<file path="src/rtl/core/aus_pkg.sv">
// ----------------------------------------------------------------------------
// aus_pkg: shared types and constants
// Field widths, operation codes, item classification and sequencer states
// of the accumulator update and clipped-squared dot block.
// ----------------------------------------------------------------------------
package aus_pkg;

  localparam int HIDDEN_WIDTH_DEFAULT = 1024;

  localparam int INDEX_W  = 10;
  localparam int DATA_W   = 16;
  localparam int WEIGHT_W = 32;
  localparam int SUM_W    = 64;
  localparam int CLIP_W   = 15;
  localparam int SQ_W     = 2 * CLIP_W;
  localparam int PROD_W   = SQ_W + 1 + WEIGHT_W;
  localparam int PADDR_W  = 2;
  localparam int PDATA_W  = 32;

  localparam logic [CLIP_W-1:0]  CLIP_RESET    = 15'd255;
  localparam logic [PADDR_W-1:0] REG_CLIP_ADDR = 2'd0;

  typedef enum logic [1:0] {
    OP_ADD,
    OP_SUB,
    OP_ADDSUB,
    OP_DOT
  } aus_op_t;

  typedef enum logic [1:0] {
    KIND_NOP,
    KIND_UPD,
    KIND_DOT
  } aus_kind_t;

  typedef struct packed {
    aus_kind_t             kind;
    aus_op_t               op;
    logic [INDEX_W-1:0]    index;
    logic [DATA_W-1:0]     add_value;
    logic [DATA_W-1:0]     sub_value;
    logic [WEIGHT_W-1:0]   weight;
    logic                  last;
  } aus_item_t;

  typedef enum logic [2:0] {
    ST_CLEAR,
    ST_IDLE,
    ST_READ,
    ST_EXEC,
    ST_MUL,
    ST_ACC
  } aus_state_t;

endpackage

</file>
<file path="src/rtl/core/aus_queue.sv">
// ----------------------------------------------------------------------------
// aus_queue: two-entry item queue
// Decouple command intake from the execution sequencer.
// ----------------------------------------------------------------------------
module aus_queue (
  input  logic               clk,
  input  logic               rst,
  input  logic               push,
  input  aus_pkg::aus_item_t push_item,
  input  logic               pop,
  output aus_pkg::aus_item_t pop_item,
  output logic               q_valid,
  output logic               q_full
);
  import aus_pkg::*;

  aus_item_t  entry [2];
  logic       wptr;
  logic       rptr;
  logic [1:0] count;
  logic [1:0] count_next;

  assign q_valid  = (count != 2'd0);
  assign q_full   = (count == 2'd2);
  assign pop_item = entry[rptr];

  always_comb begin
    case ({push, pop})
      2'b10:   count_next = count + 2'd1;
      2'b01:   count_next = count - 2'd1;
      default: count_next = count;
    endcase
  end

  always_ff @(posedge clk) begin
    if (rst) begin
      wptr  <= 1'b0;
      rptr  <= 1'b0;
      count <= 2'd0;
    end else begin
      if (push) begin
        wptr <= ~wptr;
      end
      if (pop) begin
        rptr <= ~rptr;
      end
      count <= count_next;
    end
  end

  always_ff @(posedge clk) begin
    if (push) begin
      entry[wptr] <= push_item;
    end
  end

endmodule

</file>
<file path="config.mk">
export PLATFORM = sky130hd
export DESIGN_NAME = aus_queue
export DESIGN_NICKNAME = d
export VERILOG_FILES = /design/src/rtl/core/aus_pkg.sv /design/src/rtl/core/aus_queue.sv
export SDC_FILE = /design/constraint.sdc
export NUM_CORES = 1
export LEC_CHECK = 0
export BUFFER_PORTS_ARGS = -buffer_cell sky130_fd_sc_hd__buf_2
export CAP_MARGIN = 20
export CORE_MARGIN = 4
export CORE_UTILIZATION = 45
export CTS_CLUSTER_SIZE = 25
export DETAILED_ROUTE_END_ITERATION = 7
export GPL_TIMING_DRIVEN = 0
export PLACE_DENSITY = 0.79
export SYNTH_ARGS = -nofsm -noshare
export SYNTH_HDL_FRONTEND = slang
export SYNTH_SLANG_ARGS = --single-unit
</file>
<file path="constraint.sdc">
create_clock -name clk -period 7.26 [get_ports clk]
set_clock_uncertainty 0.2 [all_clocks]
set_input_delay 0.726 -clock clk [delete_from_list [all_inputs] [get_ports clk]]
set_output_delay 0.726 -clock clk [all_outputs]
set_load 0.01 [all_outputs]
</file>
Yosys cells after proc, flatten, opt, wreduce, memory -nomap -nowiden
Memory sizes are Yosys's and may differ from the RTL's. A register that Yosys moved wholly into a read port is not among the register bits. Index checks and enable logic that the tools add are counted.

$add $sub $neg: 2. Equality and inequality tests: 3. Muxes and demuxes: 5. Bitwise operators: 2. Reduce and logical (&&, ||, !) cells: 2.

Operator list (count): $eq 2x2->1 const B (2); $mux 1 (4); $pmux 2 s2 (1); $reduce_bool 2->1 (2); $add 2x1->2 const B (1); $eq 2x1->1 const B (1); $not 1->1 (2); $sub 2x1->2 const B (1).

Flip-flop bits (word level): 4. Bits in writable memories: 158. Output and inout port bits: 81. Memories: 1.

Memories: entry (depth 2, bits a word 79, rd ports 1, clocked after memory_dff 1, wr ports 1, RTL line aus_queue.sv:17) `aus_item_t entry [2];`.

Logic depth before layout (Yosys ltp)
Gate-level depths: netlist (run 1).

Depth after elaboration: 3. Depth in mapped cells: 5.

Worst setup path after synthesis (run 1)
OpenSTA, ideal clock, no wires.

Path type: input-to-reg. Start: input push. End: memory entry[0][0] (netlist bit), enable pin. Data arrival time: 4.096 ns. Required time: 6.541 ns. Slack: 2.445 ns. Stages: 2. Buffers on the path: 0. Path through: inv_1 > nor2_1.

Cells in the longest elaborated chain, start to end: 2.

RTL lines: start, declared (RTL line aus_queue.sv:8) `input logic push,`; $mux 1 (RTL line aus_queue.sv:52) `if (push) begin`; $mux 1 (implied by the code) (RTL line aus_queue.sv:53) `entry[wptr] <= push_item;`; end, declared (RTL line aus_queue.sv:17).

Every way passes these cells.

==> run_results.csv, run 1 <==
group,metric,value,unit
global_route,antenna_found_initial,0,
drt,wl,10400,um
pwr,p_int,1.79,mW
pwr,sw_frac_of_total,20.5,%
worst_hold_path,holdPathEnd,"count[1]",
logic_synthesis,ys_ff_latch,163,
critical_path,reg2reg_slack,5.47,ns
pwr,totalPowerFinal,2.24,mW
critical_path,ff2ff_path_depth,2,
cts,clk_latency,0.41,ns
cts,postCtsSetupBuffers,0,
cts,cts_tree,"built",
pwr,ir_drop,0.206,mV
flow_run,drv_cap,0,
floorplan,start_util,46.4,%
cts,cts_buffers,17,
critical_path,timing.critical_path.buf_inv,3,
drt,dr.pass1.iters,4,
critical_path,cpMostUsedCell,"buf_2",
cts,cts_buffer_depth,2,
drt,drc,0,
timing,setup_tns,0,ns
critical_path,path_delay_family,"buffers and inverters",
cells_and_area,syn_to_final_growth,28.9,%
logic_synthesis,avgSynthCellArea,22.0,um2
critical_path,critPathSlowestCell,"mux2_2",
critical_path,timing.rr.end,"entry[1][75]",
pwr,p_leak,2.87,nW
global_route,grt_pass1_vias,3183,
timing,setup_viol,0,
place,hpwl,7370,um
timing,period_minus_slack,2.60,ns
timing,max_freq,385,MHz
cts,clkTransAtPathRegs,0.06,ns
floorplan,die_h,123,um
drt,antenna_left,0,
outcome,outcome,"finished clean",
drt,vias,3048,
critical_path,cp_max_fo,10,
cells_and_area,drive_above_1_share,60.9,%
timing,max_slew.worst_pin.slew,0.560,ns
global_route,grt_start_max_net_pins,42,
floorplan,ios,164,
drt,wl_per_cell,16.3,um
timing,hold_viol,0,
critical_path,r2r-start,"wptr",
global_route,grt.total_usage,14.1,%
critical_path,critPathLaunchType,"flop",
cts,numClockSinks,163,
logic_synthesis,synthAdderAreaFrac,0.212,%
logic_synthesis,syn_area,5910,um2
critical_path,arrival,1.67,ns
logic_synthesis,synth-xor-area-share,0.593,%
cells_and_area,layout_common_cells,"buf_2, edfxtp_1, mux2_2, clkbuf_16, clkbuf_1",
critical_path,endpoint_kind,"output port",
worst_hold_path,hold_depth,2,
floorplan,coreArea,12700,um2
timing,relSlewSlack,62.7,%
logic_synthesis,synthMuxAreaShare,15.1,%
logic_synthesis,synth_compound_area_share,0.169,%
logic_synthesis,synth-simple-area-share,0.784,%
worst_hold_path,hp-start,"count[1]",
place,io_buffers,163,
timing,drv_slew,0,
floorplan,fp.dieArea,15000,um2
logic_synthesis,syn_inst,268,
floorplan,rows,41,
pwr,pwr-share-clk,40.2,%
cells_and_area,finalNetCount,537,
critical_path,required,6.33,ns
pwr,comb_power_share,10.3,%
drt,vias_per_cell,4.78,
global_route,grt_pass1_wl,15500,um
floorplan,die_width,123,um
critical_path,path_cells,"buf_6 > buf_2 > mux2_2 > buf_2",
logic_synthesis,ys_types,16,
timing,fin_crit_sh,35.8,%
cts,cts.hold.buffers_added,0,
drt,drt-initial-drc-count,154,
place,place.gp.congestion,0.676,
cells_and_area,diodes,0,
cts,cts_resized,0,
timing,rsz0062_at_grt,"no",
cts,ctsHtreeMaxLevel,4,
logic_synthesis,synth_fp_nets,352,
pwr,pwr-share-seq,49.5,%
critical_path,critical_path_class,"flop to output port",
global_route,gr-total-overflow,0,
logic_synthesis,yosysWarnings,0,
critical_path,critPathMaxStageDelay,0.38,ns
cells_and_area,final_common_cell,"buf_2",
worst_hold_path,hp-class,"flop to flop",
pwr,p_switching,0.460,mW
logic_synthesis,seq_area_frac_synth,82.0,%
logic_synthesis,synth_top_family_by_area,"multiplexers",
pwr,power_density,295,nW/um2
cts,cts_root_buffer,"clkbuf_16",
registers in the layout, summed over array words and instances (netlist names), named ones only:
| name | count |
|---|---|
| count | 2 |
| wptr | 1 |
| rptr | 1 |
| entry | 158 |
worst max path at each step:
stage                         to  slack [ns]  cells after the start
floorplan            entry[0][0]        2.44                      2
global placement    entry[0][75]        0.65                      3
detailed placement  entry[1][75]        5.02                      3
CTS                 pop_item[51]        4.60                      4
global route        pop_item[50]        4.54                      4
finish              pop_item[51]        4.66                      4
synthesized netlist by cell type, drive strengths merged:
| master | number | area [um2] |
|---|---|---|
| o21ai | 1 | 5.00 |
| mux2 | 79 | 890 |
| edfxtp | 158 | 4740 |
| and2b | 1 | 8.76 |
| ha | 1 | 12.5 |
| inv | 1 | 3.75 |
| a21oi | 1 | 5.00 |
| dfxtp | 5 | 100 |
| xor2 | 1 | 8.76 |
| buf | 9 | 63.8 |
| and2 | 1 | 6.26 |
| nor2 | 5 | 18.8 |
| xnor2 | 3 | 26.3 |
| or2 | 1 | 6.26 |
| or3 | 1 | 6.26 |
layout make-up:
| class | instances | area, um2 |
|---|---|---|
| clock inverter | 9 | 159 |
| sequential | 163 | 4840 |
| multi-input combinational | 95 | 1000 |
| clock buffer | 23 | 448 |
| timing repair buffer | 166 | 876 |
| fill | 990 | 5110 |
| tap | 172 | 215 |
| inverter | 1 | 3.75 |
| buffer | 9 | 63.8 |
per-layer routing:
layer / vias to the layer above / wire length (um) / global-route usage [%]
met5: - / 0 / 0
met4: 0 / 155 / 6.51
met3: 14 / 897 / 5.62
met2: 114 / 5530 / 24.1
met1: 1491 / 3800 / 15.3
li1: 1429 / - / -
power by group through the flow:
stage	logic [mW]	registers, mW	clock network (mW)
2_1_floorplan	0.131	1.13	0
3_3_place_gp	0.224	1.14	0
3_5_place_dp	0.236	1.13	0
4_1_cts	0.238	1.11	0.923
5_1_grt	0.253	1.11	0.963
6_report	0.232	1.11	0.902
through the flow:
stage               worst slack, ns  utilization (%)  cells  hold slack (ns)  area (um2)
floorplan                      2.44                -    268            0.256        5910
global placement              0.653             54.5    603            0.274        6940
detailed placement             5.02             55.1    606            0.294        7010
CTS                            4.60             59.8    638            0.278        7610
global route                   4.54             59.8    638            0.277        7610
finish                         4.66             59.8    638            0.301        7610
worst min-delay path, delay by kind of cell, from the launching register on:
kind	cells	cell delay, ns
AO/OA/AOI/OAI	2	0.13
flip-flops	1	0.32
cells by family (layout without fill, tap and decap cells):
| logic type | Yosys count | in the layout |
|---|---|---|
| buffers and inverters | 10 | 208 |
| and+or+nand+nor | 9 | 9 |
| DFF | 163 | 163 |
| muxes | 79 | 79 |
| AOI/OAI and AO/OA | 2 | 2 |
| xor gates and xnor gates | 4 | 4 |
| adders and majority gates | 1 | 1 |
No activity file was read; power rests on OpenSTA's default activity.
==> run 2, diff against run 1 <==
--- a/config.mk
+++ b/config.mk
@@ -12,7 +12,7 @@
 export CTS_CLUSTER_SIZE = 25
 export DETAILED_ROUTE_END_ITERATION = 7
 export GPL_TIMING_DRIVEN = 0
-export PLACE_DENSITY = 0.79
+export PLACE_DENSITY = 0.82
 export SYNTH_ARGS = -nofsm -noshare
 export SYNTH_HDL_FRONTEND = slang
 export SYNTH_SLANG_ARGS = --single-unit
==> constraint.sdc (replaced) <==
create_clock -name clk -period 2.3 [get_ports clk]
set_clock_uncertainty 0.2 [all_clocks]
set_input_delay 0.23 -clock clk [delete_from_list [all_inputs] [get_ports clk]]
set_output_delay 0.23 -clock clk [all_outputs]
set_load 0.01 [all_outputs]
==> run_results.csv, run 2 (same netlist as run 1, synthesis figures left out) <==
group,metric,value,unit
outcome,outcome,"finished clean",
cts,cts.hold.buffers_added,82,
critical_path,r2r-start,"wptr",
place,hpwl,7550,um
global_route,grt_pass1_wl,18700,um
flow_run,drv_cap,0,
cts,cts_buffers,17,
cts,cts_root_buffer,"clkbuf_16",
timing,max_slew.worst_pin.slew,0.874,ns
timing,fin_crit_sh,92.6,%
drt,vias_per_cell,4.73,
drt,met1Wirelength,4710,um
place,place.gp.congestion,0.684,
critical_path,reg2reg_slack,0.41,ns
floorplan,coreArea,12700,um2
cells_and_area,fin_cells,719,
timing,relSlewSlack,41.6,%
critical_path,timing.rr.end,"entry[0][70]",
pwr,comb_power_share,12.2,%
drt,wl_per_cell,16.8,um
critical_path,arrival,1.70,ns
cells_and_area,largest_reg_flops,158,
pwr,p_leak,3.20,nW
drt,antenna_left,0,
cts,clkTransAtPathRegs,0.06,ns
pwr,p_switching,1.49,mW
place,dp_cells,606,
cts,clk_latency,0.41,ns
critical_path,required,1.87,ns
critical_path,critPathLaunchType,"flop",
cells_and_area,layout_common_cells,"buf_2, edfxtp_1, dlygate4sd3_1, mux2_2, clkbuf_16",
critical_path,endpoint_kind,"output port",
critical_path,cp_max_fo,10,
timing,max_freq,470,MHz
timing,drv_slew,0,
place,io_buffers,163,
floorplan,die_width,123,um
drt,dr_wl_met2,6460,um
drt,dr.pass1.iters,4,
floorplan,rows,41,
critical_path,ff2ff_path_depth,2,
worst_hold_path,hp-class,"flop to flop",
cells_and_area,finalNetCount,619,
critical_path,critical_path_class,"flop to output port",
global_route,grt_start_max_net_pins,44,
cts,cts_buffer_depth,2,
floorplan,fp.dieArea,15000,um2
cells_and_area,top_regs,"entry (158), count (2)",
drt,drt-initial-drc-count,215,
floorplan,die_h,123,um
pwr,sw_frac_of_total,21.4,%
floorplan,start_util,46.4,%
worst_hold_path,holdPathEnd,"count[1]",
drt,wl_met3,733,um
global_route,grt.total_usage,16.6,%
cells_and_area,fillerInstances,902,
pwr,power_density,834,nW/um2
cts,numClockSinks,163,
cells_and_area,diodes,0,
timing,period_minus_slack,2.13,ns
pwr,pwr-share-clk,37.5,%
drt,wl,12100,um
drt,dr.max_layer_used,"met4",
pwr,pwr-share-seq,50.2,%
cts,cts_tree,"built",
cts,postCtsSetupBuffers,0,
worst_hold_path,hp-start,"count[1]",
pwr,ir_drop,0.586,mV
timing,setup_viol,0,
cells_and_area,top_register,"entry",
global_route,antenna_found_initial,0,
drt,vias,3404,
drt,drc,0,
timing,rsz0062_at_grt,"no",
cells_and_area,drive_above_1_share,51.7,%
pwr,p_int,5.49,mW
cells_and_area,final_common_cell,"buf_2",
timing,hold_viol,0,
global_route,grt_pass1_vias,3716,
cts,cts_resized,0,
cts,ctsHtreeMaxLevel,4,
cells_and_area,syn_to_final_growth,41.9,%
floorplan,ios,164,
global_route,gr-total-overflow,0,
timing,setup_tns,0,ns
worst_hold_path,hold_depth,2,
-- run 2: worst max-delay path by stage --
stage	to	start	slack (ns)
2_1_floorplan	entry[0][0]	wptr	0.16
3_3_place_gp	entry[0][67]	push	-0.45
3_5_place_dp	entry[0][70]	push	0.35
4_1_cts	pop_item[70]	flop	0.14
5_1_grt	pop_item[73]	flop	0.09
6_report	pop_item[73]	flop	0.17
-- run 2: critical path, stage by stage, from the launching register on --
cell and delay [ns]:
dfxtp_1 0.32, buf_6 0.13, buf_6 0.17, buf_6 0.17, mux2_2 0.35, buf_2 0.14
-- run 2: metrics by stage --
| step | area, um2 | util [%] | total power [mW] | hold slack, ns | worst slack, ns |
|---|---|---|---|---|---|
| after floorplan | 5910 | - | 3.97 | 0.0991 | 0.164 |
| after global placement | 6950 | 54.6 | 4.27 | 0.217 | -0.451 |
| after detailed placement | 7010 | 55.1 | 4.32 | 0.221 | 0.345 |
| after CTS | 8380 | 65.9 | 7.03 | 0.309 | 0.137 |
| after global routing | 8380 | 65.9 | 7.26 | 0.323 | 0.0935 |
| final | 8380 | 65.9 | 6.98 | 0.318 | 0.171 |
-- run 2: power groups by stage --
stage | logic (mW) | clock network, mW | registers [mW]
2_1_floorplan | 0.416 | 0 | 3.56
3_3_place_gp | 0.708 | 0 | 3.57
3_5_place_dp | 0.746 | 0 | 3.57
4_1_cts | 0.860 | 2.66 | 3.51
5_1_grt | 0.924 | 2.81 | 3.52
6_report | 0.855 | 2.62 | 3.51
-- run 2: per-layer routing --
| layer | up-vias | global-route usage, % |
|---|---|---|
| li1 | 1599 | - |
| met1 | 1661 | 18.9 |
| met2 | 129 | 29.5 |
| met3 | 15 | 5.12 |
| met4 | 0 | 6.02 |
| met5 | - | 0 |
-- run 2: layout make-up --
class / instances / area [um2] / area share, %
repair buffers: 248 / 1700 / 20.2
clock inverters: 10 / 111 / 1.33
flip-flops and latches: 163 / 4840 / 57.8
well taps: 172 / 215 / 2.57
inverters: 1 / 3.75 / 0.0448
plain buffers: 9 / 63.8 / 0.762
multi-input cells: 95 / 1000 / 12.0
clock buffers: 21 / 440 / 5.26
==> run 3, diff against run 2 <==
--- a/config.mk
+++ b/config.mk
@@ -7,12 +7,14 @@
 export LEC_CHECK = 0
 export BUFFER_PORTS_ARGS = -buffer_cell sky130_fd_sc_hd__buf_2
 export CAP_MARGIN = 20
+export CORE_ASPECT_RATIO = 1.25
 export CORE_MARGIN = 4
 export CORE_UTILIZATION = 45
 export CTS_CLUSTER_SIZE = 25
 export DETAILED_ROUTE_END_ITERATION = 7
 export GPL_TIMING_DRIVEN = 0
 export PLACE_DENSITY = 0.82
+export SKIP_LAST_GASP = 1
 export SYNTH_ARGS = -nofsm -noshare
 export SYNTH_HDL_FRONTEND = slang
 export SYNTH_SLANG_ARGS = --single-unit
==> run_results.csv, run 3 (same netlist as run 1, synthesis figures left out) <==
group,metric,value,unit
critical_path,path_delay_family,"buffers and inverters",
floorplan,coreArea,12800,um2
drt,vias,3427,
critical_path,critPathSlowestCell,"mux2_2",
place,hpwl,7740,um
cells_and_area,top_regs,"entry (158), count (2)",
drt,drt-initial-drc-count,106,
drt,antenna_left,0,
timing,drv_slew,0,
cts,clkTransAtPathRegs,0.06,ns
cells_and_area,finalNetCount,620,
place,post-place-ws,0.444,ns
drt,drc,0,
cells_and_area,drive_above_1_share,52.6,%
pwr,sw_frac_of_total,21.8,%
pwr,totalPowerFinal,7.06,mW
global_route,grt_start_max_net_pins,45,
critical_path,timing.critical_path.buf_inv,4,
cells_and_area,final_common_cell,"buf_2",
timing,period_minus_slack,2.11,ns
cts,ctsHtreeMaxLevel,4,
drt,wl,12000,um
global_route,antenna_found_initial,0,
pwr,comb_power_share,12.2,%
critical_path,cpMostUsedCell,"buf_6",
timing,rsz0062_at_grt,"no",
cts,cts_buffer_depth,2,
cells_and_area,layout_common_cells,"buf_2, edfxtp_1, dlygate4sd3_1, mux2_2, clkbuf_16",
floorplan,ios,164,
cells_and_area,top_register,"entry",
place,post_dp_cell_area,7000,um2
drt,vias_per_cell,4.78,
critical_path,critical_path_class,"flop to output port",
pwr,ir_drop,0.571,mV
pwr,pwr-share-clk,38.2,%
pwr,power_density,839,nW/um2
global_route,grt_pass1_vias,3764,
timing,hold_viol,0,
critical_path,path_cells,"buf_6 > buf_6 > buf_6 > mux2_2 > buf_2",
pwr,p_leak,3.22,nW
cts,numClockSinks,163,
cts,cts_resized,0,
timing,relSlewSlack,51.3,%
critical_path,arrival,1.68,ns
cts,cts.hold.buffers_added,83,
flow_run,drv_cap,0,
floorplan,start_util,46.2,%
pwr,pwr-share-seq,49.6,%
drt,dr.pass1.iters,4,
critical_path,critPathMaxStageDelay,0.34,ns
critical_path,required,1.87,ns
cts,clk_latency,0.41,ns
drt,wl_per_cell,16.7,um
timing,setup_tns,0,ns
timing,setup_slack,0.191,ns
worst_hold_path,hp-class,"flop to flop",
global_route,gr-total-overflow,0,
timing,max_freq,474,MHz
floorplan,fp.dieArea,15000,um2
critical_path,cp_max_fo,10,
timing,timing.hold.ws,0.328,ns
global_route,grt_pass1_wl,19200,um
pwr,p_int,5.52,mW
global_route,grt.total_usage,16.3,%
timing,max_slew.worst_pin.slew,0.729,ns
cts,postCtsSetupBuffers,0,
cells_and_area,largest_reg_flops,158,
critical_path,endpoint_kind,"output port",
floorplan,die_width,110,um
pwr,p_switching,1.54,mW
cells_and_area,fin_cells,717,
floorplan,rows,46,
timing,setup_viol,0,
cells_and_area,fin_area,8420,um2
cts,cts_tree,"built",
critical_path,critPathLaunchType,"flop",
cts,cts_buffers,17,
cells_and_area,syn_to_final_growth,42.5,%
cells_and_area,diodes,0,
cells_and_area,post-route-util,65.9,%
timing,fin_crit_sh,91.7,%
place,io_buffers,163,
floorplan,die_h,136,um
cts,cts_root_buffer,"clkbuf_16",
outcome,outcome,"finished clean",
place,dp_cells,602,
place,place.gp.congestion,0.711,
run 3: cell types whose count changed in the layout (fill, tap and decap cells not counted), sizes merged:
cell / before / now
clkinvlp: 1 / 2
clkinv: 7 / 5
dlygate4sd3: 82 / 83
bufinv: 2 / 1
inv: 1 / 3
clkbuf: 21 / 22
run 3: path summary, 6_finish.rpt:
check | start | to | slack [ns] | cells past startpoint
setup reg to reg | wptr | entry[1][55] | 0.48 | 2
setup / recovery | flop | pop_item[67] | 0.19 | 5
hold / removal | rptr | rptr | 0.33 | 2
hold reg to reg | rptr | rptr | 0.33 | 2
run 3: metal layers:
metal | GRT usage (%) | vias to the layer above | part of all wire, %
met5 | 0 | - | 0
met4 | 5.20 | 0 | 1.5
met3 | 4.99 | 15 | 4.8
met2 | 30.0 | 111 | 55
met1 | 18.2 | 1701 | 38
li1 | - | 1600 | -
run 3: worst reg2reg max path: cells and delay by family (launching register included):
family | cells | cell delay [ns]
buffers and inverters | 1 | 0.31
and+or+nand+nor | 1 | 0.52
DFF | 1 | 0.41
run 3: final cells by class:
type / instances / area, um2
fillers: 885 / 4360
clock inverters: 10 / 98.8
clock buffers: 22 / 484
multi-input cells: 95 / 1000
plain buffers: 9 / 63.8
inverters: 1 / 3.75
flip-flops and latches: 163 / 4840
repair buffers: 249 / 1710
well taps: 168 / 210
run 3: power groups by stage:
stage | Clock (mW) | Sequential (mW) | Combinational [mW]
floorplan | 0 | 3.56 | 0.416
global placement | 0 | 3.57 | 0.705
detailed placement | 0 | 3.57 | 0.749
CTS | 2.76 | 3.51 | 0.866
global route | 2.91 | 3.52 | 0.928
finish | 2.70 | 3.51 | 0.860
